--- src/rtl/cau_pkg.sv ---
// cau_pkg: shared types, constants and helper functions of the complex arithmetic unit
// used by cau_front, cau_div_step, cau_back and complex_arith_unit_core
// no dependencies
package cau_pkg;

   // fixed point format of the operand and result parts
   localparam int FRAC_BITS = 8;
   localparam int PART_W    = 16;
   localparam int WIDE_W    = 2 * PART_W + 1;
   localparam int DEN_W     = 2 * PART_W;
   localparam int QUO_W     = PART_W;
   localparam int NUM_W     = 2 * PART_W + FRAC_BITS;
   localparam int CMP_W     = DEN_W + QUO_W;
   localparam int DIV_STEPS = QUO_W;

   localparam logic signed [PART_W-1:0] PART_MAX = 16'sh7FFF;
   localparam logic signed [PART_W-1:0] PART_MIN = 16'sh8000;
   localparam logic [QUO_W-1:0] POS_LIMIT = 16'h7FFF;
   localparam logic [QUO_W-1:0] NEG_LIMIT = 16'h8000;

   typedef enum logic [1:0] {
      CMD_ADD = 2'd0,
      CMD_SUB = 2'd1,
      CMD_MUL = 2'd2,
      CMD_DIV = 2'd3
   } cmd_type;

   typedef enum logic [1:0] {
      ST_OK   = 2'd0,
      ST_SAT  = 2'd1,
      ST_DIVZ = 2'd2
   } status_type;

   // one lane of the restoring divider: partial remainder and quotient bits
   typedef struct packed {
      logic [NUM_W-1:0] rem;
      logic [QUO_W-1:0] quo;
      logic             neg;
      logic             ovf;
   } div_lane_type;

   // word carried down the pipeline after the front stages
   typedef struct packed {
      logic                     is_div;
      logic                     den_zero;
      logic [DEN_W-1:0]         den;
      div_lane_type             lane_r;
      div_lane_type             lane_i;
      logic signed [PART_W-1:0] pre_real;
      logic signed [PART_W-1:0] pre_imag;
      logic                     pre_sat;
   } pipe_word_type;

   typedef struct packed {
      logic signed [PART_W-1:0] value;
      logic                     sat;
   } clip_type;

   // saturate a wide signed value to one result part
   function automatic clip_type clip_part(input logic signed [WIDE_W-1:0] x);
      clip_type c;
      if (x > WIDE_W'(PART_MAX)) begin
         c.value = PART_MAX;
         c.sat   = 1'b1;
      end else if (x < WIDE_W'(PART_MIN)) begin
         c.value = PART_MIN;
         c.sat   = 1'b1;
      end else begin
         c.value = x[PART_W-1:0];
         c.sat   = 1'b0;
      end
      return c;
   endfunction

   // set up a divider lane: sign, scaled magnitude and quotient overflow check
   function automatic div_lane_type lane_start(input logic signed [WIDE_W-1:0] num,
                                               input logic [DEN_W-1:0] den);
      div_lane_type     l;
      logic [WIDE_W-1:0] mag;
      mag   = num[WIDE_W-1] ? WIDE_W'(-num) : WIDE_W'(num);
      l.neg = num[WIDE_W-1];
      l.rem = NUM_W'(mag[DEN_W-1:0]) << FRAC_BITS;
      l.quo = '0;
      l.ovf = (CMP_W'(l.rem) >= (CMP_W'(den) << QUO_W));
      return l;
   endfunction

   // apply the sign to a finished quotient and saturate
   function automatic clip_type lane_finish(input div_lane_type l);
      clip_type c;
      if (l.ovf) begin
         c.value = l.neg ? PART_MIN : PART_MAX;
         c.sat   = 1'b1;
      end else if (!l.neg) begin
         if (l.quo > POS_LIMIT) begin
            c.value = PART_MAX;
            c.sat   = 1'b1;
         end else begin
            c.value = $signed(l.quo);
            c.sat   = 1'b0;
         end
      end else begin
         if (l.quo > NEG_LIMIT) begin
            c.value = PART_MIN;
            c.sat   = 1'b1;
         end else begin
            c.value = $signed(QUO_W'(-l.quo));
            c.sat   = 1'b0;
         end
      end
      return c;
   endfunction

endpackage

--- src/rtl/cau_back.sv ---
// cau_back: final stage, sign and saturation of quotients, result selection, output register
// depends on cau_pkg
module cau_back (
   input  logic                   clock,
   input  logic                   reset,
   input  logic                   adv,
   input  logic                   in_valid,
   input  cau_pkg::pipe_word_type in_word,
   output logic                   out_valid,
   output logic signed [15:0]     out_real,
   output logic signed [15:0]     out_imag,
   output cau_pkg::status_type    out_status
);

   logic                       valid_ff;
   logic signed [15:0]         real_ff, real_in;
   logic signed [15:0]         imag_ff, imag_in;
   cau_pkg::status_type        status_ff, status_in;

   // pick the result of the operation
   always_comb begin
      cau_pkg::clip_type cr, ci;
      cr = cau_pkg::lane_finish(in_word.lane_r);
      ci = cau_pkg::lane_finish(in_word.lane_i);
      if (in_word.is_div && in_word.den_zero) begin
         real_in   = '0;
         imag_in   = '0;
         status_in = cau_pkg::ST_DIVZ;
      end else if (in_word.is_div) begin
         real_in   = cr.value;
         imag_in   = ci.value;
         status_in = (cr.sat | ci.sat) ? cau_pkg::ST_SAT : cau_pkg::ST_OK;
      end else begin
         real_in   = in_word.pre_real;
         imag_in   = in_word.pre_imag;
         status_in = in_word.pre_sat ? cau_pkg::ST_SAT : cau_pkg::ST_OK;
      end
   end

   always_ff @(posedge clock) begin
      if (reset) begin
         valid_ff <= 1'b0;
      end else if (adv) begin
         valid_ff <= in_valid;
      end
   end

   always_ff @(posedge clock) begin
      if (adv) begin
         real_ff   <= real_in;
         imag_ff   <= imag_in;
         status_ff <= status_in;
      end
   end

   assign out_valid  = valid_ff;
   assign out_real   = real_ff;
   assign out_imag   = imag_ff;
   assign out_status = status_ff;

endmodule

--- config.mk ---
export PLATFORM = sky130hd
export DESIGN_NAME = cau_back
export DESIGN_NICKNAME = d
export VERILOG_FILES = /design/src/rtl/cau_pkg.sv /design/src/rtl/cau_back.sv
export SDC_FILE = /design/constraint.sdc
export NUM_CORES = 1
export LEC_CHECK = 0
export BUFFER_PORTS_ARGS = -buffer_cell sky130_fd_sc_hd__clkbuf_2
export CAP_MARGIN = 20
export CELL_PAD_IN_SITES_DETAIL_PLACEMENT = 1
export CELL_PAD_IN_SITES_GLOBAL_PLACEMENT = 1
export CORE_UTILIZATION = 25
export CTS_BUF_LIST = sky130_fd_sc_hd__clkbuf_16
export DETAILED_ROUTE_END_ITERATION = 8
export PLACE_DENSITY = 0.89
export SYNTH_ARGS = -nofsm -noshare
export SYNTH_HDL_FRONTEND = slang
export SYNTH_SLANG_ARGS = --single-unit
--- constraint.sdc ---
create_clock -name clock -period 2.4 [get_ports clock]
set_input_delay 0.24 -clock clock [delete_from_list [all_inputs] [get_ports clock]]
set_output_delay 0.24 -clock clock [all_outputs]
set_load 0.01 [all_outputs]
Yosys cells after proc, flatten, opt, wreduce, memory -nomap -nowiden
Index checks and enable logic that the tools add are counted.

cells by class
  add/subtract/negate cells = 2
  reduce and logical (&&, ||, !) cells = 1
  $lt $le $gt $ge = 4
  shifts and indexed selects = 0
  eq/ne operators = 0
  multiply operators = 0
  muxes and demuxes = 15
  bitwise operators = 1
  divide/modulo/power cells = 0

operators with widths
  kind                                                                    number
  17-bit 2-to-1 mux                                                       8
  16-bit 2-to-1 mux                                                       4
  16-bit by 15-bit > comparator with 1-bit output, second input constant  2
  16-bit > comparator, second input constant                              2
  16-bit negation                                                         2
  1-bit 2-to-1 mux                                                        3
  1-bit logical AND                                                       1
  1-bit bitwise OR                                                        1

storage, ports and cells
  logic and storage cells = 27
  latch bits = 0
  memories = 0
  bits in writable memories = 0
  register bits = 35
  ROM bits = 0
  bits of input ports = 187
  output and inout bits = 35

Longest topological paths before layout
  depth in word-level cells = 7
  depth in mapped cells = 7
  gate-level depth less buffers = 7

Worst setup path before layout
OpenSTA, ideal clock, no wires.

  kind = input port to flip-flop
  from = input in_word[93] (netlist name)
  to = register real_ff[3] (netlist: out_real[3]), data pin
  cell stages on the path = 7
  arrival = 1.643 ns
  data required time = 2.248 ns
  path slack = 0.605 ns
  setup time = 0.152 ns
  buffers on the path = 0
  cells stage by stage = inv_1 -> ha_1 -> nor3b_2 -> a41o_2 -> nand2_2 -> or3_1 -> a31oi_1

on the way
  longest elaborated chain between the ends = 5
  elaborated cells on any way between the ends = 8
  those cells by class = add/sub: 1; order compare: 2; mux: 5

ends and longest elaborated chain
  item                                     line                           source
  from (decl)                              cau_back.sv:8                  input cau_pkg::pipe_word_type in_word,
  16-bit negation (tied with other cells)  cau_pkg.sv:107                 c.value = $signed(QUO_W'(-l.quo));
  17-bit 2-to-1 mux (on tied branches)     cau_pkg.sv:103, cau_pkg.sv:95
  17-bit 2-to-1 mux *                      cau_pkg.sv:94                  end else if (!l.neg) begin
  17-bit 2-to-1 mux *                      cau_pkg.sv:91                  if (l.ovf) begin
  16-bit 2-to-1 mux *                      cau_back.sv:29                 end else if (in_word.is_div) begin
  to (signal assigned)                     cau_back.sv:50                 real_ff <= real_in;
  to (decl)                                cau_back.sv:16                 logic signed [15:0] real_ff, real_in;

Mark *: on every way between the ends. The rest lies on a longest branch, timed or not.
A chain may end at the register's enable or synchronous reset.

Final worst setup path
  from = input in_word[35] (netlist name)
  to = register imag_ff[10] (netlist: out_imag[10]), data pin

on the way
  longest elaborated chain between the ends = 5
  elaborated cells on any way between the ends = 8
  those cells by class = add/sub: 1; order compare: 2; mux: 5

ends and longest elaborated chain
  item                                     line                           source
  16-bit negation (tied with other cells)  cau_pkg.sv:107
  17-bit 2-to-1 mux (on tied branches)     cau_pkg.sv:103, cau_pkg.sv:95
  17-bit 2-to-1 mux *                      cau_pkg.sv:94
  17-bit 2-to-1 mux *                      cau_pkg.sv:91
  16-bit 2-to-1 mux *                      cau_back.sv:29
  to (signal assigned)                     cau_back.sv:51                 imag_ff <= imag_in;
  to (decl)                                cau_back.sv:17                 logic signed [15:0] imag_ff, imag_in;

Marked as above.

==> flow_summary.yaml <==
floorplan:
  dieHeight_um: 102.8
  die-area_sq_um: 10560
  start_util: 0.2585
  io_pins: 222
  core_area_sq_um: 9819
  die_x_um: 102.8
  fp-row-count: 36
synthesis:
  syn_area_sq_um: 2539
  yosysWarningCount: 0
  yosysTopAreaCell: "edfxtp_1"
  synthDistinctLibCells: 54
  ys_ff_latch: 35
  synth-seq-area-share: 0.4101
  ys_top_cells_by_area: "edfxtp_1, o21ai_0, nor2_1"
  syn_avg_cell_area_sq_um: 8.635
  synth_ff_type: "edfxtp_1"
  synth-edff-count: 34
  synthArstFlopShare: 0
  yosysTopAreaCellShare: 0.4022
  synthCells: 294
  syn_nets: 483
clock_network:
  root_buffer: "clkbuf_16"
  post_cts_buffers: 0
  cts_resized: 0
  cts_tree: "yes"
  h-tree-depth: 2
  cts_hold_buf: 0
  clock_sinks: 35
  clock_latency_ps: 270
  cts-buffers-inserted: 5
  clk_path_buf_depth: 2
  cts.clk_slew.worst_paths_ps: 50
final_layout:
  finalNonFillerCells: 543
  antenna_cells: 0
  area_growth_pct: 35.88
  post-route-util: 0.3513
  final_area_sq_um: 3450
  drive_above_1_share: 0.3439
  final_nets: 598
setup_path:
  critical_path_class: "in -> reg"
  r2r-start: "out_valid"
  required_ps: 2540
  r2r_slack_ps: 1820
  slowest_stage: "a21oi_2"
  r2r_end: "out_valid"
  cpLargestDelayFamily: "compound AO/OA/AOI/OAI gates"
  crit_fanout: 10
  worstSetupEndpointType: "flop"
  cpPeakStageDelay_ps: 490
  reg2reg_depth: 2
  critPathBufInv: 3
  crit_chain: "clkbuf_2, inv_1, ha_1, nor4b_2, buf_4, nand4_1, a21oi_2, a21oi_1, nor2_1"
  start_kind: "primary input"
  critPathArrivalTime_ps: 2050
timing:
  finalMaxSlewViolations: 0
  finalSetupViolCount: 0
  finalHoldViolCount: 0
  finClkSkew_ps: 0
  period_share: 0.7964
  finalSetupTns_ps: 0
  timing.fmax_mhz: 523.2
  relSlewSlack: 0.6422
  tightestPinTransition_ps: 533.7
  rsz0062_at_grt: "false"
  fin_crit_ps: 1911
global_routing:
  met3_usage: 0.03797
  use_met1: 0.2284
  grt.overflow.total: 0
  grt_busiest_layer: "met2"
  grt_usage: 0.1731
  grt_max_degree: 35
  antenna_found_initial: 0
  gr-usage-met2: 0.2892
  grt_pass1_vias: 2802
  grt_pass1_wl_mm: 14.08
power:
  p_leak_nw: 1.387
  irDropWorstVdd_mv: 0.2752
  power_density_nw_per_um2: 554.1
  finalPower_mw: 1.911
hold_path:
  hold_class: "in -> reg"
  whs_endpoint: "out_valid"
  min_from: "reset"
  hold_depth: 2
place:
  gp_congestion: 0.8521
  dp_hpwl_mm: 7.185
  place_inst: 535
  placed_cell_area_sq_um: 3287
  portBuffers: 109
run_status:
  status: "finished clean"
drt:
  ant_nets: 0
  remaining_drc_errors: 0
  wl_mm: 9.317
  avgRoutedWirePerCell_um: 17.16
  drt_iter0_drc: 117
  drt-pass1-iter-count: 4
  vias_per_cell: 5.153
  vias: 2798
flow_run:
  cap_viol_max_count: 0
routing by layer:
layer / share of wire / vias up
met5: 0 / -
met3: 0.060 / 4
met1: 0.47 / 1353
met4: 0.0079 / 0
met2: 0.46 / 87
li1: - / 1354
worst max-delay path by stage:
stage,depth (start not counted),from,to
global route,9,in_word[35],out_imag[9]
finish,9,in_word[35],out_imag[10]
global placement,9,in_word[35],out_imag[14]
detailed placement,9,in_word[35],out_imag[14]
floorplan,7,in_word[93],out_real[3]
CTS,9,in_word[35],out_imag[14]
cell usage after synthesis (2+ instances only):
master and count:
nand4b_1 2, edfxtp_1 34, o31ai_1 3, nor4_1 6, o31a_1 7, ha_1 2, inv_1 5, xor2_1 5
a32o_1 2, o22ai_1 3, nand3_1 8, nand2_1 15, o21ai_0 46, nand2b_1 3, a21oi_1 23, nor2_1 41
inv_2 2, clkbuf_1 11, nor4_4 2, xnor2_1 7, and2_1 2, or3_1 5, nand4_1 4, o221ai_1 3
nor3_1 12, o21ai_1 2, or2_1 2, a31oi_1 10, and3_1 2
flip-flops by register name (all words and copies together) (netlist names):
register    flops
out_valid       1
out_imag       16
out_status      2
out_real       16
cell families after synthesis:
family,synth area share
AOI/OAI and AO/OA,0.2538
xor gates and xnor gates,0.04140
muxes,0.01281
DFF,0.4101
and+or+nand+nor,0.2361
adders and majority gates,0.009855
buffers and inverters,0.03598
metrics by stage:
stage | hold slack (ps) | setup slack, ps
6_report | 117.5 | 488.8
3_5_place_dp | 405.1 | 221.9
4_1_cts | 115.2 | 496.0
2_1_floorplan | 312.4 | 605.1
3_3_place_gp | 398.9 | 302.4
5_1_grt | 117.6 | 357.2
worst register-to-register path, stage by stage (launching register included):
cell and delay [ps]:
dfxtp_1 310, mux2i_1 120, nor2_1 50
area by class of cell:
| type | count | area (sq um) |
|---|---|---|
| clock buffer | 5 | 125.1 |
| clock inverter | 3 | 37.54 |
| fill | 1233 | 6370 |
| inverter | 8 | 30.03 |
| multi-input combinational | 237 | 1406 |
| sequential | 35 | 1041 |
| tap | 133 | 166.4 |
| timing repair buffer | 122 | 643.1 |
cell usage in the layout, fill, tap and decap left out, types with 2 or more instances in the layout:
master / count
a21oi_1: 23
a31oi_1: 10
a32o_1: 2
and2_1: 2
and3_1: 2
buf_4: 13
clkbuf_16: 5
clkbuf_2: 109
edfxtp_1: 34
ha_1: 2
inv_1: 7
inv_2: 2
nand2_1: 15
nand2b_1: 3
nand3_1: 8
nand4_1: 4
nand4b_1: 2
nor2_1: 41
nor3_1: 12
nor4_1: 6
nor4_4: 2
o21ai_0: 46
o21ai_1: 2
o221ai_1: 3
o22ai_1: 3
o31a_1: 7
o31ai_1: 3
or2_1: 2
or3_1: 5
xnor2_1: 7
xor2_1: 5
where the power goes:
| part | internal (mW) | total [mW] | switching [mW] |
|---|---|---|---|
| clock | 0.483 | 0.730 | 0.247 |
| sequential | 0.743 | 0.765 | 0.0211 |
| combinational | 0.165 | 0.417 | 0.252 |
(Power assumes the default switching activity.)
