`config.mk`:
```
export PLATFORM = sky130hd
export DESIGN_NAME = cau_front
export DESIGN_NICKNAME = d
export VERILOG_FILES = /design/src/rtl/cau_pkg.sv /design/src/rtl/cau_front.sv
export SDC_FILE = /design/constraint.sdc
export NUM_CORES = 2
export LEC_CHECK = 0
export BUFFER_PORTS_ARGS = -buffer_cell sky130_fd_sc_hd__buf_4
export CAP_MARGIN = 5
export CELL_PAD_IN_SITES_DETAIL_PLACEMENT = 0
export CELL_PAD_IN_SITES_GLOBAL_PLACEMENT = 1
export CORE_MARGIN = 2
export CORE_UTILIZATION = 45
export DETAILED_ROUTE_END_ITERATION = 10
export HOLD_SLACK_MARGIN = 0.03
export PLACE_DENSITY = 0.75
export SYNTH_ARGS = -nofsm -noshare
export SYNTH_HDL_FRONTEND = slang
export SYNTH_SLANG_ARGS = --single-unit
```
`constraint.sdc`:
```
create_clock -name clock -period 9.1 [get_ports clock]
set_input_delay 0.455 -clock clock [delete_from_list [all_inputs] [get_ports clock]]
set_output_delay 0.455 -clock clock [all_outputs]
set_load 0.1 [all_outputs]
```
`src/rtl/cau_pkg.sv`:
```
// cau_pkg: shared types, constants and helper functions of the complex arithmetic unit
// used by cau_front, cau_div_step, cau_back and complex_arith_unit_core
// no dependencies
package cau_pkg;

   // fixed point format of the operand and result parts
   localparam int FRAC_BITS = 8;
   localparam int PART_W    = 16;
   localparam int WIDE_W    = 2 * PART_W + 1;
   localparam int DEN_W     = 2 * PART_W;
   localparam int QUO_W     = PART_W;
   localparam int NUM_W     = 2 * PART_W + FRAC_BITS;
   localparam int CMP_W     = DEN_W + QUO_W;
   localparam int DIV_STEPS = QUO_W;

   localparam logic signed [PART_W-1:0] PART_MAX = 16'sh7FFF;
   localparam logic signed [PART_W-1:0] PART_MIN = 16'sh8000;
   localparam logic [QUO_W-1:0] POS_LIMIT = 16'h7FFF;
   localparam logic [QUO_W-1:0] NEG_LIMIT = 16'h8000;

   typedef enum logic [1:0] {
      CMD_ADD = 2'd0,
      CMD_SUB = 2'd1,
      CMD_MUL = 2'd2,
      CMD_DIV = 2'd3
   } cmd_type;

   typedef enum logic [1:0] {
      ST_OK   = 2'd0,
      ST_SAT  = 2'd1,
      ST_DIVZ = 2'd2
   } status_type;

   // one lane of the restoring divider: partial remainder and quotient bits
   typedef struct packed {
      logic [NUM_W-1:0] rem;
      logic [QUO_W-1:0] quo;
      logic             neg;
      logic             ovf;
   } div_lane_type;

   // word carried down the pipeline after the front stages
   typedef struct packed {
      logic                     is_div;
      logic                     den_zero;
      logic [DEN_W-1:0]         den;
      div_lane_type             lane_r;
      div_lane_type             lane_i;
      logic signed [PART_W-1:0] pre_real;
      logic signed [PART_W-1:0] pre_imag;
      logic                     pre_sat;
   } pipe_word_type;

   typedef struct packed {
      logic signed [PART_W-1:0] value;
      logic                     sat;
   } clip_type;

   // saturate a wide signed value to one result part
   function automatic clip_type clip_part(input logic signed [WIDE_W-1:0] x);
      clip_type c;
      if (x > WIDE_W'(PART_MAX)) begin
         c.value = PART_MAX;
         c.sat   = 1'b1;
      end else if (x < WIDE_W'(PART_MIN)) begin
         c.value = PART_MIN;
         c.sat   = 1'b1;
      end else begin
         c.value = x[PART_W-1:0];
         c.sat   = 1'b0;
      end
      return c;
   endfunction

   // set up a divider lane: sign, scaled magnitude and quotient overflow check
   function automatic div_lane_type lane_start(input logic signed [WIDE_W-1:0] num,
                                               input logic [DEN_W-1:0] den);
      div_lane_type     l;
      logic [WIDE_W-1:0] mag;
      mag   = num[WIDE_W-1] ? WIDE_W'(-num) : WIDE_W'(num);
      l.neg = num[WIDE_W-1];
      l.rem = NUM_W'(mag[DEN_W-1:0]) << FRAC_BITS;
      l.quo = '0;
      l.ovf = (CMP_W'(l.rem) >= (CMP_W'(den) << QUO_W));
      return l;
   endfunction

   // apply the sign to a finished quotient and saturate
   function automatic clip_type lane_finish(input div_lane_type l);
      clip_type c;
      if (l.ovf) begin
         c.value = l.neg ? PART_MIN : PART_MAX;
         c.sat   = 1'b1;
      end else if (!l.neg) begin
         if (l.quo > POS_LIMIT) begin
            c.value = PART_MAX;
            c.sat   = 1'b1;
         end else begin
            c.value = $signed(l.quo);
            c.sat   = 1'b0;
         end
      end else begin
         if (l.quo > NEG_LIMIT) begin
            c.value = PART_MIN;
            c.sat   = 1'b1;
         end else begin
            c.value = $signed(QUO_W'(-l.quo));
            c.sat   = 1'b0;
         end
      end
      return c;
   endfunction

endpackage

```
`src/rtl/cau_front.sv`:
```
// cau_front: three front pipeline stages (products, sums, scaling and divider setup)
// depends on cau_pkg
module cau_front (
   input  logic                           clock,
   input  logic                           reset,
   input  logic                           adv,
   input  logic                           in_valid,
   input  cau_pkg::cmd_type               in_cmd,
   input  logic signed [15:0]             in_a_real,
   input  logic signed [15:0]             in_a_imag,
   input  logic signed [15:0]             in_b_real,
   input  logic signed [15:0]             in_b_imag,
   output logic                           out_valid,
   output cau_pkg::pipe_word_type         out_word
);

   localparam int PW = cau_pkg::PART_W;
   localparam int WW = cau_pkg::WIDE_W;
   localparam int DW = cau_pkg::DEN_W;

   // stage 1 registers
   logic                   s1_valid_ff;
   cau_pkg::cmd_type       s1_cmd_ff;
   logic signed [DW-1:0]   p_rr_ff, p_ii_ff, p_ri_ff, p_ir_ff, sq_r_ff, sq_i_ff;
   logic signed [PW:0]     sum_r_ff, sum_i_ff;
   logic signed [PW:0]     sum_r_in, sum_i_in;

   // stage 2 registers
   logic                   s2_valid_ff;
   cau_pkg::cmd_type       s2_cmd_ff;
   logic signed [WW-1:0]   mul_r_ff, mul_i_ff, num_r_ff, num_i_ff;
   logic [DW-1:0]          den_ff;
   logic signed [PW:0]     s2_sum_r_ff, s2_sum_i_ff;

   // stage 3 register
   logic                   s3_valid_ff;
   cau_pkg::pipe_word_type word_ff, word_in;

   // add or subtract picked in stage 1
   always_comb begin
      if (in_cmd == cau_pkg::CMD_SUB) begin
         sum_r_in = (PW+1)'(in_a_real) - (PW+1)'(in_b_real);
         sum_i_in = (PW+1)'(in_a_imag) - (PW+1)'(in_b_imag);
      end else begin
         sum_r_in = (PW+1)'(in_a_real) + (PW+1)'(in_b_real);
         sum_i_in = (PW+1)'(in_a_imag) + (PW+1)'(in_b_imag);
      end
   end

   // stage 3 word: scaling, saturation and divider setup
   always_comb begin
      cau_pkg::clip_type cr, ci;
      logic signed [WW-1:0] sr, si;
      sr = mul_r_ff >>> cau_pkg::FRAC_BITS;
      si = mul_i_ff >>> cau_pkg::FRAC_BITS;
      if (s2_cmd_ff == cau_pkg::CMD_MUL) begin
         cr = cau_pkg::clip_part(sr);
         ci = cau_pkg::clip_part(si);
      end else begin
         cr = cau_pkg::clip_part(WW'(s2_sum_r_ff));
         ci = cau_pkg::clip_part(WW'(s2_sum_i_ff));
      end
      word_in.is_div   = (s2_cmd_ff == cau_pkg::CMD_DIV);
      word_in.den_zero = (den_ff == '0);
      word_in.den      = den_ff;
      word_in.lane_r   = cau_pkg::lane_start(num_r_ff, den_ff);
      word_in.lane_i   = cau_pkg::lane_start(num_i_ff, den_ff);
      word_in.pre_real = cr.value;
      word_in.pre_imag = ci.value;
      word_in.pre_sat  = cr.sat | ci.sat;
   end

   // valid bits
   always_ff @(posedge clock) begin
      if (reset) begin
         s1_valid_ff <= 1'b0;
         s2_valid_ff <= 1'b0;
         s3_valid_ff <= 1'b0;
      end else if (adv) begin
         s1_valid_ff <= in_valid;
         s2_valid_ff <= s1_valid_ff;
         s3_valid_ff <= s2_valid_ff;
      end
   end

   // payload
   always_ff @(posedge clock) begin
      if (adv) begin
         s1_cmd_ff   <= in_cmd;
         p_rr_ff     <= DW'(in_a_real) * DW'(in_b_real);
         p_ii_ff     <= DW'(in_a_imag) * DW'(in_b_imag);
         p_ri_ff     <= DW'(in_a_real) * DW'(in_b_imag);
         p_ir_ff     <= DW'(in_a_imag) * DW'(in_b_real);
         sq_r_ff     <= DW'(in_b_real) * DW'(in_b_real);
         sq_i_ff     <= DW'(in_b_imag) * DW'(in_b_imag);
         sum_r_ff    <= sum_r_in;
         sum_i_ff    <= sum_i_in;
         s2_cmd_ff   <= s1_cmd_ff;
         mul_r_ff    <= WW'(p_rr_ff) - WW'(p_ii_ff);
         mul_i_ff    <= WW'(p_ri_ff) + WW'(p_ir_ff);
         num_r_ff    <= WW'(p_rr_ff) + WW'(p_ii_ff);
         num_i_ff    <= WW'(p_ir_ff) - WW'(p_ri_ff);
         den_ff      <= DW'(sq_r_ff) + DW'(sq_i_ff);
         s2_sum_r_ff <= sum_r_ff;
         s2_sum_i_ff <= sum_i_ff;
         word_ff     <= word_in;
      end
   end

   assign out_valid = s3_valid_ff;
   assign out_word  = word_ff;

endmodule

```
# ---- Word-level counts from Yosys, hierarchy flattened
# Index checks and enable logic that the tools add are counted.
dict set report totals {
  inputBits 70
  out_inout_bits 184
  regBits 566
  wordCells 78
}
dict set report op_classes {
  mul 6
  magnitude_cmp 10
  eq_ne 3
  n_reduce_logical 1
  muxes 14
  bitwise 1
  addsub 11
}
# cell n
set ops {}
lappend ops {{two-way mux 17 bit} 12}
lappend ops {{multiplier 16 x 16 -> 32 bit} 6}
lappend ops {{>= comparator 40 x 48 -> 1 bit} 2}
lappend ops {{adder 32 x 32 -> 33 bit} 2}
lappend ops {{subtractor 32 x 32 -> 33 bit} 2}
lappend ops {{two-way mux 32 bit} 2}
lappend ops {{negation 32 bit} 2}
lappend ops {{> comparator 25 x 16 -> 1 bit (second input constant)} 2}
lappend ops {{< comparator 25 x 16 -> 1 bit (second input constant)} 2}
lappend ops {{adder 16 x 16 -> 17 bit} 2}
lappend ops {{> comparator 17 x 16 -> 1 bit (second input constant)} 2}
lappend ops {{< comparator 17 x 16 -> 1 bit (second input constant)} 2}
lappend ops {{subtractor 16 x 16 -> 17 bit} 2}
lappend ops {{adder 32 bit} 1}
lappend ops {{logical NOT 32 bit} 1}
lappend ops {{== test 2 bit (second input constant)} 2}
lappend ops {{== test 2 x 1 -> 1 bit (second input constant)} 1}
lappend ops {{OR 1 bit} 1}

# ---- Logic depth before layout (Yosys ltp)
dict set report logic_depth {
  word_depth 5
  mapped_depth 26
  mapped_depth_nobuf 24
}

# ---- Worst setup path after synthesis
# OpenSTA, ideal clock, no wires.
dict set report synth_timing {
  kind {input port to flip-flop}
  start {input in_b_imag[15]}
  end {register sq_i_ff[30] (data pin)}
  stages 20
  setup_ns 0.137
  t_required_ns 8.963
  path_slack_ns 2.151
  n_path_buf 3
  arrival_time_ns 6.811
  cell_sequence {inv_1 clkbuf_1 buf_1 nor2_1 fa_1 fa_1 fa_1 fa_1 fa_1 inv_1 fa_1 inv_1 ha_1 clkbuf_1 a2111oi_0 nand2_1 nor4b_1 o41ai_1 or4_1 nand4_1}
}
dict set report synth_between {
  elab_chain_len 1
}
# element line_no
set synth_rtl {}
lappend synth_rtl {{from (decl)} cau_front.sv:12} ;# input logic signed [15:0] in_b_imag,
lappend synth_rtl {{multiplier 16 x 16 -> 32 bit} cau_front.sv:95} ;# sq_i_ff <= DW'(in_b_imag) * DW'(in_b_imag);
lappend synth_rtl {{to (signal assigned)} cau_front.sv:95}
lappend synth_rtl {{to (decl)} cau_front.sv:24} ;# logic signed [DW-1:0] p_rr_ff, p_ii_ff, p_ri_ff, p_ir_ff, sq_r_ff, sq_i_ff;
# Every way passes these cells.
# A chain may end at the register's enable or synchronous reset.

# ---- Worst setup path after layout
dict set report layout_timing {
  start {input in_b_imag[2]}
  end {register sq_i_ff[30] (data pin)}
}
# The elaborated chain is that of the path after synthesis.

==> key figures <==
CTS
  • Post-CTS setup buffers: 0
  • Num CTS Buffers: 68
  • CTS max path bufs: 3
  • CTS tree: built
  • TritonCTS Sinks: 548
  • Clock transition at path regs: 60 ps
  • Clk root buf: clkbuf_16
  • Clock Latency Late Sink: 690 ps
  • Htree depth: 3

Finish
  • FILL cells: 17,659
  • Share of layout cells above drive strength 1: 0.0459
  • Commonest cells after routing, fill and taps aside: 1,951 x inv_1, 1,518 x fa_1, 788 x nand2_1
  • Nets: 11,084
  • Area Growth Syn to Fin: 6.85%
  • Commonest non-fill, non-tap cell in the layout: inv_1

Timing
  • RSZ-0062 raised after global routing: false
  • Worst hold slack: 343 ps
  • Final setup fails: 0
  • Setup Skew: 37.4 ps
  • Worst rel slew slack: 0.243
  • FMAX: 135 MHz
  • Setup_tns: 0 ps
  • Worst-Margin Slew: 1110 ps
  • Final period util: 0.812
  • Fin crit period: 7390 ps
  • Final hold violation count: 0
  • Final-report max-slew violation count: 0

Setup path
  • Reg2Reg Setup Slack: 4350 ps
  • Crit start category: primary input
  • Arr. time, crit path: 7930 ps
  • Worst Setup End Kind: flop
  • Worst-path maximum fanout: 47
  • CP required: 9640 ps
  • Worst Setup Path Type: in -> reg

Synthesis
  • Cells after Synth: 8,735
  • XOR/XNOR Fraction of Synth Area: 0.0477
  • Mapped Area: 0.0860 mm²
  • Synth unique cells: 76
  • Synthesis warning total: 0
  • Simple-Gate Fraction of Synth Area: 0.121
  • Synth async-reset ratio: 0
  • Adder-Cell Fraction of Synth Area: 0.465
  • Top_reg_cell synth: edfxtp_1
  • Register area share after synthesis: 0.191
  • EDFF count, synth: 545
  • Fraction of synthesized area in multiplexers: 0.00131
  • Main combinational cell family by area after synthesis: adder cells
  • Post-synthesis register bit count: 548
  • Complex-gate fraction of the synthesized area: 0.0699
  • Syn Area/Cell: 9.84 µm²

Global routing
  • Met3 Resource Use GR: 0.0370
  • Total grt overflow: 0
  • Met1 Track Usage GR: 0.345
  • Vias in the first global route: 62,608
  • GRT busiest layer: met2
  • First-pass GRT wire length: 372,000 µm
  • Initial antenna violation count: 23
  • Pin count of the biggest net entering global routing: 145
  • Total track usage: 0.255
  • Met2 Resource Use GR: 0.417

Floorplanning
  • Die width: 441 µm
  • Ports: 254
  • Die area: 0.195 mm²
  • Die Ht: 441 µm
  • # rows: 160
  • Core area: 0.190 mm²
  • Starting Density: 0.453

Detailed routing
  • Drt wl/cell: 21.3 µm
  • TritonRoute pass-1 iters: 6
  • DRT iter0 DRCs: 4,233
  • Final wirelength: 241,000 µm
  • DRC viols: 0
  • Routed Antenna Nets: 0
  • Vias per Instance: 5.27
  • DR vias: 59,562

Placement
  • IO Port Bufs: 205
  • Post-DP HPWL: 189,000 µm
  • Final Wtd Congestion: 0.945

Hold path
  • Hold Path Class: in -> reg

Job
  • Max-Cap Viols: 0

Outcome
  • Status: finished, final reports clean
## cell usage after synthesis (all sizes together) (18+ instances only)
library cell | n | share of area
nor4 | 39 | 0.0028
a21oi | 287 | 0.017
a31oi | 31 | 0.0023
o21ai | 167 | 0.0097
xnor2 | 383 | 0.039
ha | 768 | 0.11
o21bai | 40 | 0.0035
o31ai | 41 | 0.0039
nand2 | 788 | 0.034
fa | 1518 | 0.35
a22oi | 18 | 0.0016
o21a | 65 | 0.0057
nand3 | 66 | 0.0038
or4 | 18 | 0.0017
o41ai | 19 | 0.0019
inv | 1956 | 0.085
nor3 | 91 | 0.0053
nand2b | 60 | 0.0044
buf | 79 | 0.0056
a211oi | 36 | 0.0031
and2 | 511 | 0.037
xor2 | 85 | 0.0087
nand4 | 27 | 0.0020
clkbuf | 296 | 0.013
a21o | 98 | 0.0086
edfxtp | 545 | 0.19
or3 | 38 | 0.0029
nor2b | 47 | 0.0034
nor2 | 402 | 0.018
and3 | 30 | 0.0022
## layer usage
layer / vias up / share of wire
li1: 26980 / -
met1: 30481 / 0.43
met4: 10 / 0.042
met2: 1740 / 0.47
met3: 351 / 0.061
met5: - / 0.00027
## worst max-delay path, stage by stage
cell and delay (ps):
buf_4 550, inv_1 510, nor2_1 350, fa_1 620
fa_1 940, fa_1 540, fa_1 500, fa_1 500
inv_1 50, fa_1 470, inv_1 40, ha_1 390
a2111oi_0 470, nand2_1 130, nor4b_1 530, o41ai_1 290
or4_1 460, nand4_1 100
## sequential cells by signal, summed over array words and instances, names as in the netlist, 25 cells and up
signal / cells
den_ff: 32
mul_i_ff: 25
mul_r_ff: 25
num_i_ff: 33
num_r_ff: 33
out_word: 135
p_ii_ff: 32
p_ir_ff: 32
p_ri_ff: 32
p_rr_ff: 32
sq_i_ff: 31
sq_r_ff: 31
## final timing paths
kind | start | to | cells past startpoint
max | in_b_imag[2] | sq_i_ff[30] | 18
min reg2reg | sum_i_ff[3] | s2_sum_i_ff[3] | 0
max reg2reg | num_r_ff[8] | out_word[91] | 12
min | adv | out_word[20] | 1
## stage by stage
stage / instance area (µm²) / utilization / cells / worst slack (ps)
6_report: 91900 / 0.484 / 11297 / 1710
3_3_place_gp: 89600 / 0.472 / 11165 / 1320
5_1_grt: 91900 / 0.484 / 11289 / 1450
2_1_floorplan: 86200 / - / 8782 / 2150
4_1_cts: 91900 / 0.484 / 11289 / 1870
3_5_place_dp: 89600 / 0.472 / 11165 / 1160
## what timing repair did
action,CTS,global route
resized for setup,0,0
hold buffers,4,0
endpoints found under the hold margin,5,0
## area by class of cell
| class | count | area, µm² | area share |
|---|---|---|---|
| clock buffers | 72 | 1720 | 0.0187 |
| multi-input cells | 5893 | 60800 | 0.661 |
| inverters | 1966 | 7380 | 0.0803 |
| flip-flops and latches | 548 | 16400 | 0.179 |
| diodes | 8 | 20.0 | 0.000218 |
| repair buffers | 251 | 1910 | 0.0208 |
| clock inverters | 48 | 505 | 0.00550 |
| well taps | 2511 | 3140 | 0.0342 |
## kinds of logic (layout without fill, tap and decap cells)
kind of cell,after synthesis,after routing
AOI/OAI and AO/OA,931,931
xor gates and xnor gates,468,468
adders and majority gates,2286,2286
buffers and inverters,2341,2337
DFF,548,548
muxes,11,11
other,1,56
and+or+nand+nor,2149,2149
Power is left out: the tool's default activity adds up to more than one toggle a clock period on the data nets, which glitch-free logic cannot reach.
