==> src/rtl/cau_pkg.sv <==
// cau_pkg: shared types, constants and helper functions of the complex arithmetic unit
// used by cau_front, cau_div_step, cau_back and complex_arith_unit_core
// no dependencies
package cau_pkg;

   // fixed point format of the operand and result parts
   localparam int FRAC_BITS = 8;
   localparam int PART_W    = 16;
   localparam int WIDE_W    = 2 * PART_W + 1;
   localparam int DEN_W     = 2 * PART_W;
   localparam int QUO_W     = PART_W;
   localparam int NUM_W     = 2 * PART_W + FRAC_BITS;
   localparam int CMP_W     = DEN_W + QUO_W;
   localparam int DIV_STEPS = QUO_W;

   localparam logic signed [PART_W-1:0] PART_MAX = 16'sh7FFF;
   localparam logic signed [PART_W-1:0] PART_MIN = 16'sh8000;
   localparam logic [QUO_W-1:0] POS_LIMIT = 16'h7FFF;
   localparam logic [QUO_W-1:0] NEG_LIMIT = 16'h8000;

   typedef enum logic [1:0] {
      CMD_ADD = 2'd0,
      CMD_SUB = 2'd1,
      CMD_MUL = 2'd2,
      CMD_DIV = 2'd3
   } cmd_type;

   typedef enum logic [1:0] {
      ST_OK   = 2'd0,
      ST_SAT  = 2'd1,
      ST_DIVZ = 2'd2
   } status_type;

   // one lane of the restoring divider: partial remainder and quotient bits
   typedef struct packed {
      logic [NUM_W-1:0] rem;
      logic [QUO_W-1:0] quo;
      logic             neg;
      logic             ovf;
   } div_lane_type;

   // word carried down the pipeline after the front stages
   typedef struct packed {
      logic                     is_div;
      logic                     den_zero;
      logic [DEN_W-1:0]         den;
      div_lane_type             lane_r;
      div_lane_type             lane_i;
      logic signed [PART_W-1:0] pre_real;
      logic signed [PART_W-1:0] pre_imag;
      logic                     pre_sat;
   } pipe_word_type;

   typedef struct packed {
      logic signed [PART_W-1:0] value;
      logic                     sat;
   } clip_type;

   // saturate a wide signed value to one result part
   function automatic clip_type clip_part(input logic signed [WIDE_W-1:0] x);
      clip_type c;
      if (x > WIDE_W'(PART_MAX)) begin
         c.value = PART_MAX;
         c.sat   = 1'b1;
      end else if (x < WIDE_W'(PART_MIN)) begin
         c.value = PART_MIN;
         c.sat   = 1'b1;
      end else begin
         c.value = x[PART_W-1:0];
         c.sat   = 1'b0;
      end
      return c;
   endfunction

   // set up a divider lane: sign, scaled magnitude and quotient overflow check
   function automatic div_lane_type lane_start(input logic signed [WIDE_W-1:0] num,
                                               input logic [DEN_W-1:0] den);
      div_lane_type     l;
      logic [WIDE_W-1:0] mag;
      mag   = num[WIDE_W-1] ? WIDE_W'(-num) : WIDE_W'(num);
      l.neg = num[WIDE_W-1];
      l.rem = NUM_W'(mag[DEN_W-1:0]) << FRAC_BITS;
      l.quo = '0;
      l.ovf = (CMP_W'(l.rem) >= (CMP_W'(den) << QUO_W));
      return l;
   endfunction

   // apply the sign to a finished quotient and saturate
   function automatic clip_type lane_finish(input div_lane_type l);
      clip_type c;
      if (l.ovf) begin
         c.value = l.neg ? PART_MIN : PART_MAX;
         c.sat   = 1'b1;
      end else if (!l.neg) begin
         if (l.quo > POS_LIMIT) begin
            c.value = PART_MAX;
            c.sat   = 1'b1;
         end else begin
            c.value = $signed(l.quo);
            c.sat   = 1'b0;
         end
      end else begin
         if (l.quo > NEG_LIMIT) begin
            c.value = PART_MIN;
            c.sat   = 1'b1;
         end else begin
            c.value = $signed(QUO_W'(-l.quo));
            c.sat   = 1'b0;
         end
      end
      return c;
   endfunction

endpackage

==> src/rtl/cau_div_step.sv <==
// cau_div_step: one restoring divider stage, one quotient bit for both lanes
// depends on cau_pkg
module cau_div_step #(
   parameter int BIT = 15
) (
   input  logic                   clock,
   input  logic                   reset,
   input  logic                   adv,
   input  logic                   in_valid,
   input  cau_pkg::pipe_word_type in_word,
   output logic                   out_valid,
   output cau_pkg::pipe_word_type out_word
);

   localparam int CW = cau_pkg::CMP_W;
   localparam int NW = cau_pkg::NUM_W;

   logic                   valid_ff;
   cau_pkg::pipe_word_type word_ff, word_in;
   logic [CW-1:0]          trial;

   assign trial = CW'(in_word.den) << BIT;

   // compare and subtract the shifted divisor in each lane
   always_comb begin
      word_in = in_word;
      if (CW'(in_word.lane_r.rem) >= trial) begin
         word_in.lane_r.rem      = NW'(CW'(in_word.lane_r.rem) - trial);
         word_in.lane_r.quo[BIT] = 1'b1;
      end
      if (CW'(in_word.lane_i.rem) >= trial) begin
         word_in.lane_i.rem      = NW'(CW'(in_word.lane_i.rem) - trial);
         word_in.lane_i.quo[BIT] = 1'b1;
      end
   end

   always_ff @(posedge clock) begin
      if (reset) begin
         valid_ff <= 1'b0;
      end else if (adv) begin
         valid_ff <= in_valid;
      end
   end

   always_ff @(posedge clock) begin
      if (adv) begin
         word_ff <= word_in;
      end
   end

   assign out_valid = valid_ff;
   assign out_word  = word_ff;

endmodule

==> config.mk <==
export PLATFORM = sky130hd
export DESIGN_NAME = cau_div_step
export DESIGN_NICKNAME = d
export VERILOG_FILES = /design/src/rtl/cau_pkg.sv /design/src/rtl/cau_div_step.sv
export SDC_FILE = /design/constraint.sdc
export NUM_CORES = 1
export LEC_CHECK = 0
export BUFFER_PORTS_ARGS = -buffer_cell sky130_fd_sc_hd__buf_2
export CORE_MARGIN = 5
export CORE_UTILIZATION = 26
export DETAILED_ROUTE_END_ITERATION = 16
export GPL_ROUTABILITY_DRIVEN = 0
export SLEW_MARGIN = 30
export SYNTH_ARGS = -nofsm -noshare
export SYNTH_HDL_FRONTEND = slang
export SYNTH_SLANG_ARGS = --single-unit
==> constraint.sdc <==
create_clock -name clock -period 2.9 [get_ports clock]
set_input_delay 0.58 -clock clock [delete_from_list [all_inputs] [get_ports clock]]
set_output_delay 0.58 -clock clock [all_outputs]
set_load 0.01 [all_outputs]
Word-level counts from Yosys, hierarchy flattened
Index checks and enable logic that the tools add are counted.

Bits in registers: 184. Bits of input ports: 187. Output and inout bits: 184. Logic and storage cells: 23.

Add/sub/neg operators: 2. Order comparisons: 2. Mux-type cells: 2.

Operators with widths (count): 40-bit by 47-bit >= comparator with 1-bit output (2); 41-bit two-way mux (2); 40-bit subtractor (2).

Longest topological paths before layout
Gate-level depths: netlist of the first run.

Word-level depth: 2. Gate-level depth with buffers: 13. Mapped depth without buffers: 11.

Least setup slack after synthesis of the first run
Ideal clock, no wire load.

Path type: input port to flip-flop. From: in in_word[169] (netlist name). To: reg word_ff (netlist bit out_word[80]) (data pin). Setup time: 0.262 ns. Arrival time: 2.598 ns. Data required time: 2.638 ns. Path slack: 0.040 ns. Stages on the path: 9. Buffers on the path: 1. Cells stage by stage: inv_1 -> ha_1 -> a21o_1 -> or4_1 -> a31oi_1 -> o31ai_1 -> o21ai_2 -> buf_4 -> mux2_1.

RTL lines: start, declared (line cau_div_step.sv:10) `input cau_pkg::pipe_word_type in_word,`; end signal, assigned (line cau_div_step.sv:47) `word_ff <= word_in;`; end, declared (line cau_div_step.sv:19) `cau_pkg::pipe_word_type word_ff, word_in;`.

==> results of run 1 <==
[cell type report]
cell class	count	area [um^2]	area share (%)
antenna	2	5.005	0.03942
clock buffer	17	425.4	3.350
clock inverter	15	151.4	1.192
inverter	39	146.4	1.153
multi-input combinational	458	3137	24.70
sequential	184	5515	43.44
tap	448	560.5	4.415
timing repair buffer	481	2756	21.71
[metal layers]
metal / vias up / wire length [um]
met3: 39 / 2483
met4: 14 / 634
met5: - / 101
li1: 3636 / -
met2: 270 / 14920
met1: 3468 / 12300
[stage by stage]
step	worst slack (ps)	hold slack, ps	std cells	setup TNS, ps
after global placement	-211.7	478.1	1610	-5828
after CTS	207.7	254.1	1642	0
after global routing	22.07	259.0	1643	0
final	164.6	288.4	1644	0
after floorplan	40.13	527.9	696	0
after detailed placement	-273.3	504.3	1610	-8801
[worst max path at each step]
stage / startpoint / to / slack [ps] / cells past startpoint
after floorplan: in_word[169] / out_word[80] / 40 / 9
after global placement: in_word[149] / out_word[80] / -210 / 11
after detailed placement: in_word[149] / out_word[125] / -270 / 12
after CTS: in_word[149] / out_word[135] / 210 / 12
after global routing: in_word[149] / out_word[135] / 20 / 12
final: in_word[149] / out_word[80] / 160 / 11
[layout by cell type, fill, tap and decap left out, types with 4 or more instances in the layout]
cell type | Yosys | layout
sky130_fd_sc_hd__nor2_1 | 25 | 25
sky130_fd_sc_hd__buf_12 | 0 | 5
sky130_fd_sc_hd__ha_1 | 50 | 50
sky130_fd_sc_hd__xnor2_1 | 21 | 21
sky130_fd_sc_hd__o21ai_0 | 34 | 34
sky130_fd_sc_hd__nand2b_1 | 7 | 7
sky130_fd_sc_hd__buf_4 | 2 | 106
sky130_fd_sc_hd__nand4_1 | 9 | 9
sky130_fd_sc_hd__and3_1 | 7 | 7
sky130_fd_sc_hd__o21ai_1 | 27 | 27
sky130_fd_sc_hd__a31oi_1 | 9 | 8
sky130_fd_sc_hd__or4_1 | 6 | 6
sky130_fd_sc_hd__nand2_1 | 67 | 67
sky130_fd_sc_hd__edfxtp_1 | 183 | 183
sky130_fd_sc_hd__xor2_1 | 18 | 18
sky130_fd_sc_hd__nand3_1 | 13 | 13
sky130_fd_sc_hd__o21bai_1 | 6 | 6
sky130_fd_sc_hd__nor3_1 | 7 | 7
sky130_fd_sc_hd__nand3b_1 | 5 | 5
sky130_fd_sc_hd__o22ai_1 | 5 | 5
sky130_fd_sc_hd__buf_2 | 3 | 369
sky130_fd_sc_hd__o211ai_1 | 4 | 4
sky130_fd_sc_hd__clkbuf_16 | 0 | 17
sky130_fd_sc_hd__clkinv_4 | 0 | 4
sky130_fd_sc_hd__and2_1 | 4 | 4
sky130_fd_sc_hd__a21o_1 | 17 | 17
sky130_fd_sc_hd__nor4_1 | 8 | 8
sky130_fd_sc_hd__a211oi_1 | 6 | 6
sky130_fd_sc_hd__a21oi_1 | 51 | 51
sky130_fd_sc_hd__inv_1 | 39 | 39
[critical path: stages]
cell and delay [ps]:
sky130_fd_sc_hd__buf_2 150, sky130_fd_sc_hd__ha_1 200, sky130_fd_sc_hd__inv_1 60, sky130_fd_sc_hd__fa_1 380, sky130_fd_sc_hd__a21oi_1 270, sky130_fd_sc_hd__o211ai_1 220, sky130_fd_sc_hd__a211oi_1 290, sky130_fd_sc_hd__o21bai_1 150
sky130_fd_sc_hd__a21o_1 210, sky130_fd_sc_hd__xor2_1 130, sky130_fd_sc_hd__mux2_1 270
[state kept, by name, summed over array words and instances, names as in the netlist]
| name | cells |
|---|---|
| out_valid | 1 |
| out_word | 183 |
[power groups by stage]
| stage | registers, mW | logic [mW] | clock network [mW] |
|---|---|---|---|
| floorplan | 3.39 | 0.530 | 0 |
| detailed placement | 3.27 | 1.42 | 0 |
| finish | 3.20 | 1.41 | 2.30 |
| global placement | 3.26 | 1.40 | 0 |
| global route | 3.23 | 1.54 | 2.50 |
| CTS | 3.21 | 1.42 | 2.38 |
[cell families (layout without fill, tap and decap cells)]
logic type	Yosys count	after routing	share of synthesized area, %
flip-flops	184	184	62.15
buffers and inverters	54	552	2.665
other	0	2	0
AO/OA/AOI/OAI	187	187	12.90
multiplexers	9	9	1.213
XOR/XNOR	39	39	3.849
adder cells (fa/ha/maj)	52	52	7.501
AND/OR/NAND/NOR	171	171	9.715
==> flow_summary.ini, run 1 <==
[die]
floorplan.die_area_um2 = 37920
dieHeight_um = 194.7
start_util_pct = 26.40
placementRows = 67
fp.coreArea_um2 = 33620
boundaryPins = 371
die-width_um = 194.7

[yosys]
synth_top_cell_area_share_pct = 61.93
yosys.cell_types.count = 64
post_synth_inst_count = 696
syn_nets = 935
async_reset_ff_share_pct = 0
synthMostInstantiatedCell = sky130_fd_sc_hd__edfxtp_1
netlist.top_cell.by_area = sky130_fd_sc_hd__edfxtp_1
synth_commonest_cells = sky130_fd_sc_hd__edfxtp_1, sky130_fd_sc_hd__nand2_1, sky130_fd_sc_hd__a21oi_1
synth-main-ff-cell = sky130_fd_sc_hd__edfxtp_1
synth_area_per_cell_um2 = 12.75
synth_top_cells_by_area = sky130_fd_sc_hd__edfxtp_1, sky130_fd_sc_hd__ha_1, sky130_fd_sc_hd__a21oi_1, sky130_fd_sc_hd__nand2_1, sky130_fd_sc_hd__xnor2_1
synthesis.yosys.warnings = 0
synth.yosys.seq_area_share_pct = 62.15
synth_edf_count = 183
synth.ff_latch_count = 184
synth.cell_area_um2 = 8874

[finish]
layout.core_utilization_pct = 37.77
layout.filler_cells = 3367
layout_area_growth_over_synthesis_pct = 43.09
nNetsFinal = 1420
fraction_of_layout_instances_using_a_drive_strength_above_1_pct = 43.97
stdcell_area_um2 = 12700

[setup_path]
cp_data_arrival_time_ps = 2920
worstPathMaxFanout = 3
worst_path_required_time_ps = 3090
critPathKind = in -> reg
crit-reg2reg-capture = out_valid
setup.worst_path.start_class = input port
critPathCaptureType = register
worst_reg2reg_path_depth = 2
reg2reg_slack_ps = 2300
startpoint_of_the_worst_register_to_register_path = out_valid

[clock_tree]
clock_tree.htree_level_count = 4
path_clk_slew_ps = 70
number_of_buffers_added_for_setup_after_cts = 0
clkLatencyLatePin_ps = 440
cts_num_sinks = 184
cts_hold_buf = 0
post_cts_resize_count = 0
cts_root_buf = sky130_fd_sc_hd__clkbuf_16
tritoncts = built
cts_inserted_buffers = 17
ctsLongestPathBuffers = 2

[global_route]
grt_pass1_wl_um = 44480
grt_max_degree = 57
global_route.usage.met1_pct = 18.06
grt_pass1_vias = 7449
m3_gr_usage_pct = 5.713
groute.usage.overall_pct = 15.39
grt_antenna_before_repair = 10
grtUsageMet2_pct = 26.50
grt_overflow_total = 0
global_route.peak_usage_layer = met2

[sta]
hold_viol_final = 0
fmax_ghz = 0.3656
tmin_final_ps = 2735
period_share_pct = 94.32
setup_viol_count_final = 0
fin_worst_skew_ps = 0
worstMarginPinSlew_ps = 486.7
total_count_of_max_transition_violations_in_the_final_report = 0
max-slew-margin-rel_pct = 67.56
setup_repair_after_global_routing_missed_its_margin = no

[power]
sw_frac_of_total_pct = 27.73
combinationalPowerShare_pct = 20.4
vdd_ir_drop_max_uv = 399.7
cellLeakagePower_nw = 5.660
report.power.total_mw = 6.908
p_seq_share_pct = 46.4
cellInternalPower_mw = 4.993
p_sw_mw = 1.915
clock_power_share_pct = 33.2
power_per_cell_area_nw_per_um2 = 544.1

[min_path]
hold_path_end = out_valid
hold_depth = 2
hold_start = reset
min_path_type = in -> reg

[placed_design]
dpl.hpwl_um = 25220
port_bufs = 370
post_dp_cell_area_um2 = 12120

[drt]
first_drt_iteration_drcs = 381
drt_pass1_iterations = 5
drt.antenna.violating_nets = 0
post-route-drc-count = 0
post_drt_via_cell_ratio = 4.518
dr_total_vias = 7427
postRouteWirelength_um = 30440
route.detailed.wl_per_inst_um = 18.52

[outcome]
outcome = completed

[run]
max_cap_violations = 0
Power figures use the tool's default switching activity.
==> inputs of run 2 (changes only) <==
--- a/config.mk
+++ b/config.mk
@@ -7,9 +7,10 @@
 export LEC_CHECK = 0
 export BUFFER_PORTS_ARGS = -buffer_cell sky130_fd_sc_hd__buf_2
 export CORE_MARGIN = 5
-export CORE_UTILIZATION = 26
+export CORE_UTILIZATION = 44
 export DETAILED_ROUTE_END_ITERATION = 16
 export GPL_ROUTABILITY_DRIVEN = 0
+export PLACE_DENSITY = 0.77
 export SLEW_MARGIN = 30
 export SYNTH_ARGS = -nofsm -noshare
 export SYNTH_HDL_FRONTEND = slang
==> run 2 against run 1 <==
  * Die area decreased by 39%
  * Highest routed layer unchanged
  * Register-to-register slack is essentially flat
  * Clock skew unchanged
  * First-iteration DRC count grew 66%
  * Clock-buffer cell count is the same
  * Critical path type unchanged
  * Clock power grew 4%
  * Sequential cell count unchanged
==> flow_summary.ini, run 2 (synthesis results as in run 1) <==
[placed_design]
port_bufs = 370
post_dp_cell_area_um2 = 11830
dpl.hpwl_um = 23830

[finish]
layout.cells.most_common_list = sky130_fd_sc_hd__buf_2, sky130_fd_sc_hd__edfxtp_1, sky130_fd_sc_hd__buf_4
fraction_of_layout_instances_using_a_drive_strength_above_1_pct = 43.80
nNetsFinal = 1411
stdcell_area_um2 = 12450
layout.cells.most_common = sky130_fd_sc_hd__buf_2
largest_register_ff_count = 183
layout_area_growth_over_synthesis_pct = 40.28

[global_route]
grt_max_degree = 63
grt_overflow_total = 0
grt_antenna_before_repair = 8
grt_pass1_vias = 7754
grt_pass1_wl_um = 44040
groute.usage.overall_pct = 24.59

[die]
dieHeight_um = 152.0
fp.coreArea_um2 = 20040
floorplan.die_area_um2 = 23110
boundaryPins = 371
start_util_pct = 44.28
placementRows = 52
die-width_um = 152.0

[drt]
drt_pass1_iterations = 5
postRouteWirelength_um = 29070
drt.antenna.violating_nets = 0
post_drt_via_cell_ratio = 5.220
route.detailed.wl_per_inst_um = 19.95
dr_total_vias = 7606
first_drt_iteration_drcs = 634
post-route-drc-count = 0

[setup_path]
worst_path_max_delay_cell = sky130_fd_sc_hd__fa_1
startpoint_of_the_worst_register_to_register_path = out_valid
worstPathMaxFanout = 4
worstPathCellList = buf_2 > ha_1 > inv_1 > fa_1 > a21oi_1 > o211ai_1 > a211oi_2 > o21bai_1 > a21o_1 > xor2_1 > mux2_1
critPathCaptureType = register
worst_path_required_time_ps = 3080
reg2reg_slack_ps = 2310
critical-path-top-delay-family = compound AO/OA/AOI/OAI gates
setup.worst_path.start_class = input port
critical_path_buffers_and_inverters = 2
worst_reg2reg_path_depth = 2
slowest_delay_ps = 380
critPathKind = in -> reg
cp_data_arrival_time_ps = 2930
crit-reg2reg-capture = out_valid

[clock_tree]
clock_tree.htree_level_count = 4
cts_inserted_buffers = 17
cts_hold_buf = 0
number_of_buffers_added_for_setup_after_cts = 0
tritoncts = built
cts_root_buf = sky130_fd_sc_hd__clkbuf_16
ctsLongestPathBuffers = 2
clkLatencyLatePin_ps = 440
cts_num_sinks = 184
path_clk_slew_ps = 80
post_cts_resize_count = 0

[sta]
worstMarginPinSlew_ps = 538.7
fmax_ghz = 0.3636
period_share_pct = 94.84
hold_viol_final = 0
total_count_of_max_transition_violations_in_the_final_report = 0
setup_repair_after_global_routing_missed_its_margin = no
max-slew-margin-rel_pct = 64.09
fin_worst_skew_ps = 0
setup_viol_count_final = 0
tmin_final_ps = 2750

[power]
sw_frac_of_total_pct = 29.02
report.power.total_mw = 7.003
clock_power_share_pct = 34.1
vdd_ir_drop_max_uv = 387.2
power_per_cell_area_nw_per_um2 = 562.6
p_sw_mw = 2.032
p_seq_share_pct = 45.8
cellLeakagePower_nw = 5.634
cellInternalPower_mw = 4.971
combinationalPowerShare_pct = 20.1

[min_path]
hold_path_end = out_valid
min_path_type = in -> reg
hold_start = reset
hold_depth = 2

[outcome]
outcome = completed

[run]
max_cap_violations = 0
[run 2: cell types whose count changed in the layout (fill, tap and decap cells not counted), sizes merged]
cell / delta
buf: -9
bufinv: -1
clkinv: -4
inv: +5
[run 2: cell type report]
cell class                 count  area [um^2]
multi-input combinational    458         3142
fill                        1628         7591
tap                          270        337.8
inverter                      39        146.4
sequential                   184         5515
clock inverter                15        187.7
clock buffer                  17        425.4
timing repair buffer         472         2689
antenna                        2        5.005
[run 2: worst max path at each step]
stage,start,endpoint,depth (start not counted)
after floorplan,in_word[169],out_word[80],9
after global placement,in_word[149],out_word[80],11
after detailed placement,in_word[149],out_word[80],11
after CTS,in_word[149],out_word[80],11
after global routing,in_word[149],out_word[84],11
final,in_word[149],out_word[80],11
[run 2: power groups by stage]
stage	Combinational (mW)	Clock (mW)	Sequential, mW
floorplan	0.530	0	3.39
global placement	1.37	0	3.26
detailed placement	1.40	0	3.27
CTS	1.41	2.42	3.21
global route	1.53	2.57	3.23
finish	1.41	2.39	3.21
[run 2: layer usage]
layer  GRT usage, %  share of wire [%]  up-vias
li1               -                  -     3625
met4          10.36                3.6       12
met1          28.32                 38     3602
met2          42.29                 50      309
met3          7.935                7.8       58
met5              0               0.28        -
[run 2: metrics by stage]
| stage | hold WS (ps) | utilization, % | worst slack [ps] | std cells | setup TNS [ps] |
|---|---|---|---|---|---|
| after global placement | 475.0 | 59.01 | -221.1 | 1423 | -3630 |
| final | 287.8 | 62.12 | 149.6 | 1457 | 0 |
| after detailed placement | 488.5 | 59.01 | -308.9 | 1423 | -7080 |
| after global routing | 284.7 | 62.12 | 24.35 | 1457 | 0 |
| after floorplan | 527.9 | - | 40.13 | 696 | 0 |
| after CTS | 275.7 | 62.07 | 132.9 | 1455 | 0 |
==> inputs of run 3 (changes only) <==
--- a/config.mk
+++ b/config.mk
@@ -11,6 +11,7 @@
 export DETAILED_ROUTE_END_ITERATION = 16
 export GPL_ROUTABILITY_DRIVEN = 0
 export PLACE_DENSITY = 0.77
+export REMOVE_ABC_BUFFERS = 1
 export SLEW_MARGIN = 30
 export SYNTH_ARGS = -nofsm -noshare
 export SYNTH_HDL_FRONTEND = slang
==> run 3 against run 2 <==
  * Sequential share of layout area up 0.18 points
  * Die area unchanged
  * Clock skew unchanged
  * Critical path type unchanged
  * Sequential power about the same
==> flow_summary.ini, run 3 (synthesis results as in run 1) <==
[sta]
setup_repair_after_global_routing_missed_its_margin = no
tmin_final_ps = 2752
total_count_of_max_transition_violations_in_the_final_report = 0
setup_viol_count_final = 0
hold_viol_final = 0
fin_worst_skew_ps = 0
final.setup.worst_slack_ps = 147.8
fmax_ghz = 0.3633
period_share_pct = 94.90
max-slew-margin-rel_pct = 59.17
worstMarginPinSlew_ps = 612.4

[finish]
largest_register_ff_count = 183
layout.filler_cells = 1618
layout.cells.most_common_list = sky130_fd_sc_hd__buf_2, sky130_fd_sc_hd__edfxtp_1, sky130_fd_sc_hd__buf_4
multiInputGateArea_um2 = 3154
layout.core_utilization_pct = 61.86
stdcell_area_um2 = 12400
nNetsFinal = 1407
layout_area_growth_over_synthesis_pct = 39.71
layout.cells.most_common = sky130_fd_sc_hd__buf_2
fraction_of_layout_instances_using_a_drive_strength_above_1_pct = 43.61
regArea_um2 = 5515
layoutNonFillerInstCount = 1455

[clock_tree]
clkLatencyLatePin_ps = 420
cts_num_sinks = 184
tritoncts = built
path_clk_slew_ps = 80
cts_root_buf = sky130_fd_sc_hd__clkbuf_16
ctsLongestPathBuffers = 2
cts_hold_buf = 0
clock_tree.htree_level_count = 4
cts_inserted_buffers = 17

[drt]
first_drt_iteration_drcs = 568
drt_pass1_iterations = 5
route.detailed.wl_per_inst_um = 20.27
postRouteWirelength_um = 29500
post-route-drc-count = 0
drt.antenna.violating_nets = 0
post_drt_via_cell_ratio = 5.258
dr_total_vias = 7651

[placed_design]
numPlacedInstances = 1419
pre_cts_slack_ps = -316.7
post_dp_cell_area_um2 = 11780
port_bufs = 370
dpl.hpwl_um = 23850

[die]
placementRows = 52
boundaryPins = 371
start_util_pct = 44.28
floorplan.die_area_um2 = 23110
fp.coreArea_um2 = 20040
die-width_um = 152.0
dieHeight_um = 152.0

[outcome]
outcome = completed

[setup_path]
critPathKind = in -> reg
setup.worst_path.start_class = input port
critPathCaptureType = register
cp_data_arrival_time_ps = 2940
timing.critical_path.mode_cell = sky130_fd_sc_hd__inv_1
worst_path_required_time_ps = 3090
worstPathMaxFanout = 3
crit-reg2reg-capture = out_valid
worst_path_max_delay_cell = sky130_fd_sc_hd__fa_1
slowest_delay_ps = 400
startpoint_of_the_worst_register_to_register_path = out_valid
reg2reg_slack_ps = 2310
worst_reg2reg_path_depth = 2
worstPathCellList = buf_2 > inv_1 > ha_1 > inv_1 > fa_1 > a21oi_2 > o211ai_1 > a211oi_1 > o21bai_1 > a21o_1 > xor2_1 > mux2_1

[min_path]
hold_start = reset
min_path_type = in -> reg
hold_path_end = out_valid
hold_depth = 2

[power]
p_seq_share_pct = 46.1
vdd_ir_drop_max_uv = 384.2
cellInternalPower_mw = 4.944
p_sw_mw = 2.004
power_per_cell_area_nw_per_um2 = 560.5
report.power.total_mw = 6.948
cellLeakagePower_nw = 5.600
clock_power_share_pct = 33.6
sw_frac_of_total_pct = 28.84
combinationalPowerShare_pct = 20.3

[global_route]
grt_antenna_before_repair = 6
groute.usage.overall_pct = 24.99
grt_overflow_total = 0
grt_max_degree = 71
grt_pass1_vias = 7828
grt_pass1_wl_um = 44820

[run]
max_cap_violations = 0
[run 3: cell types whose count changed in the layout (fill, tap and decap cells not counted), sizes merged]
| cell | delta |
|---|---|
| diode | +2 |
| clkinvlp | -1 |
| buf | -4 |
| clkinv | +1 |
[run 3: worst max path at each step]
stage,from,endpoint,slack [ps]
detailed placement,in_word[168],out_word[132],-320
global route,in_word[153],out_word[132],0.007
finish,in_word[66],out_word[80],150
CTS,in_word[153],out_word[132],120
floorplan,in_word[124],out_word[125],-1610
global placement,in_word[168],out_word[145],-230
[run 3: metal layers]
layer | track usage (%) | vias to the layer above | routed length (um)
met1 | 28.81 | 3621 | 11000
met4 | 7.620 | 8 | 755
li1 | - | 3611 | -
met2 | 45.00 | 359 | 15250
met3 | 7.253 | 52 | 2441
met5 | 0 | - | 48
[run 3: stage by stage]
| step | TNS, ps | hold slack, ps |
|---|---|---|
| final | 0 | 296.5 |
| after global placement | -6846 | 469.8 |
| after floorplan | -46000 | 527.9 |
| after CTS | 0 | 276.5 |
| after detailed placement | -8911 | 494.6 |
| after global routing | 0 | 288.3 |
[run 3: timing repair]
item	CTS	global route
setup buffers	0	0
resized for setup	0	2
setup endpoints to repair	0	3
[run 3: cell type report]
type / instances / area share [%]
antenna: 4 / 0.08074
clock buffer: 17 / 3.432
clock inverter: 15 / 1.403
inverter: 39 / 1.181
multi-input combinational: 458 / 25.44
sequential: 184 / 44.49
tap: 270 / 2.725
timing repair buffer: 468 / 21.25
[run 3: power groups by stage]
stage | sequential (mW) | combinational (mW) | clock [mW]
after floorplan | 3.39 | 0.529 | 0
after global placement | 3.26 | 1.37 | 0
after detailed placement | 3.27 | 1.40 | 0
after CTS | 3.21 | 1.41 | 2.37
after global routing | 3.22 | 1.53 | 2.50
final | 3.21 | 1.41 | 2.33
[run 3: critical path: cells and delay by family]
kind | cells | cell delay, ps
xor gates and xnor gates | 1 | 140
AOI/OAI and AO/OA | 5 | 1160
muxes | 1 | 280
buffers and inverters | 3 | 220
adders and majority gates | 2 | 570
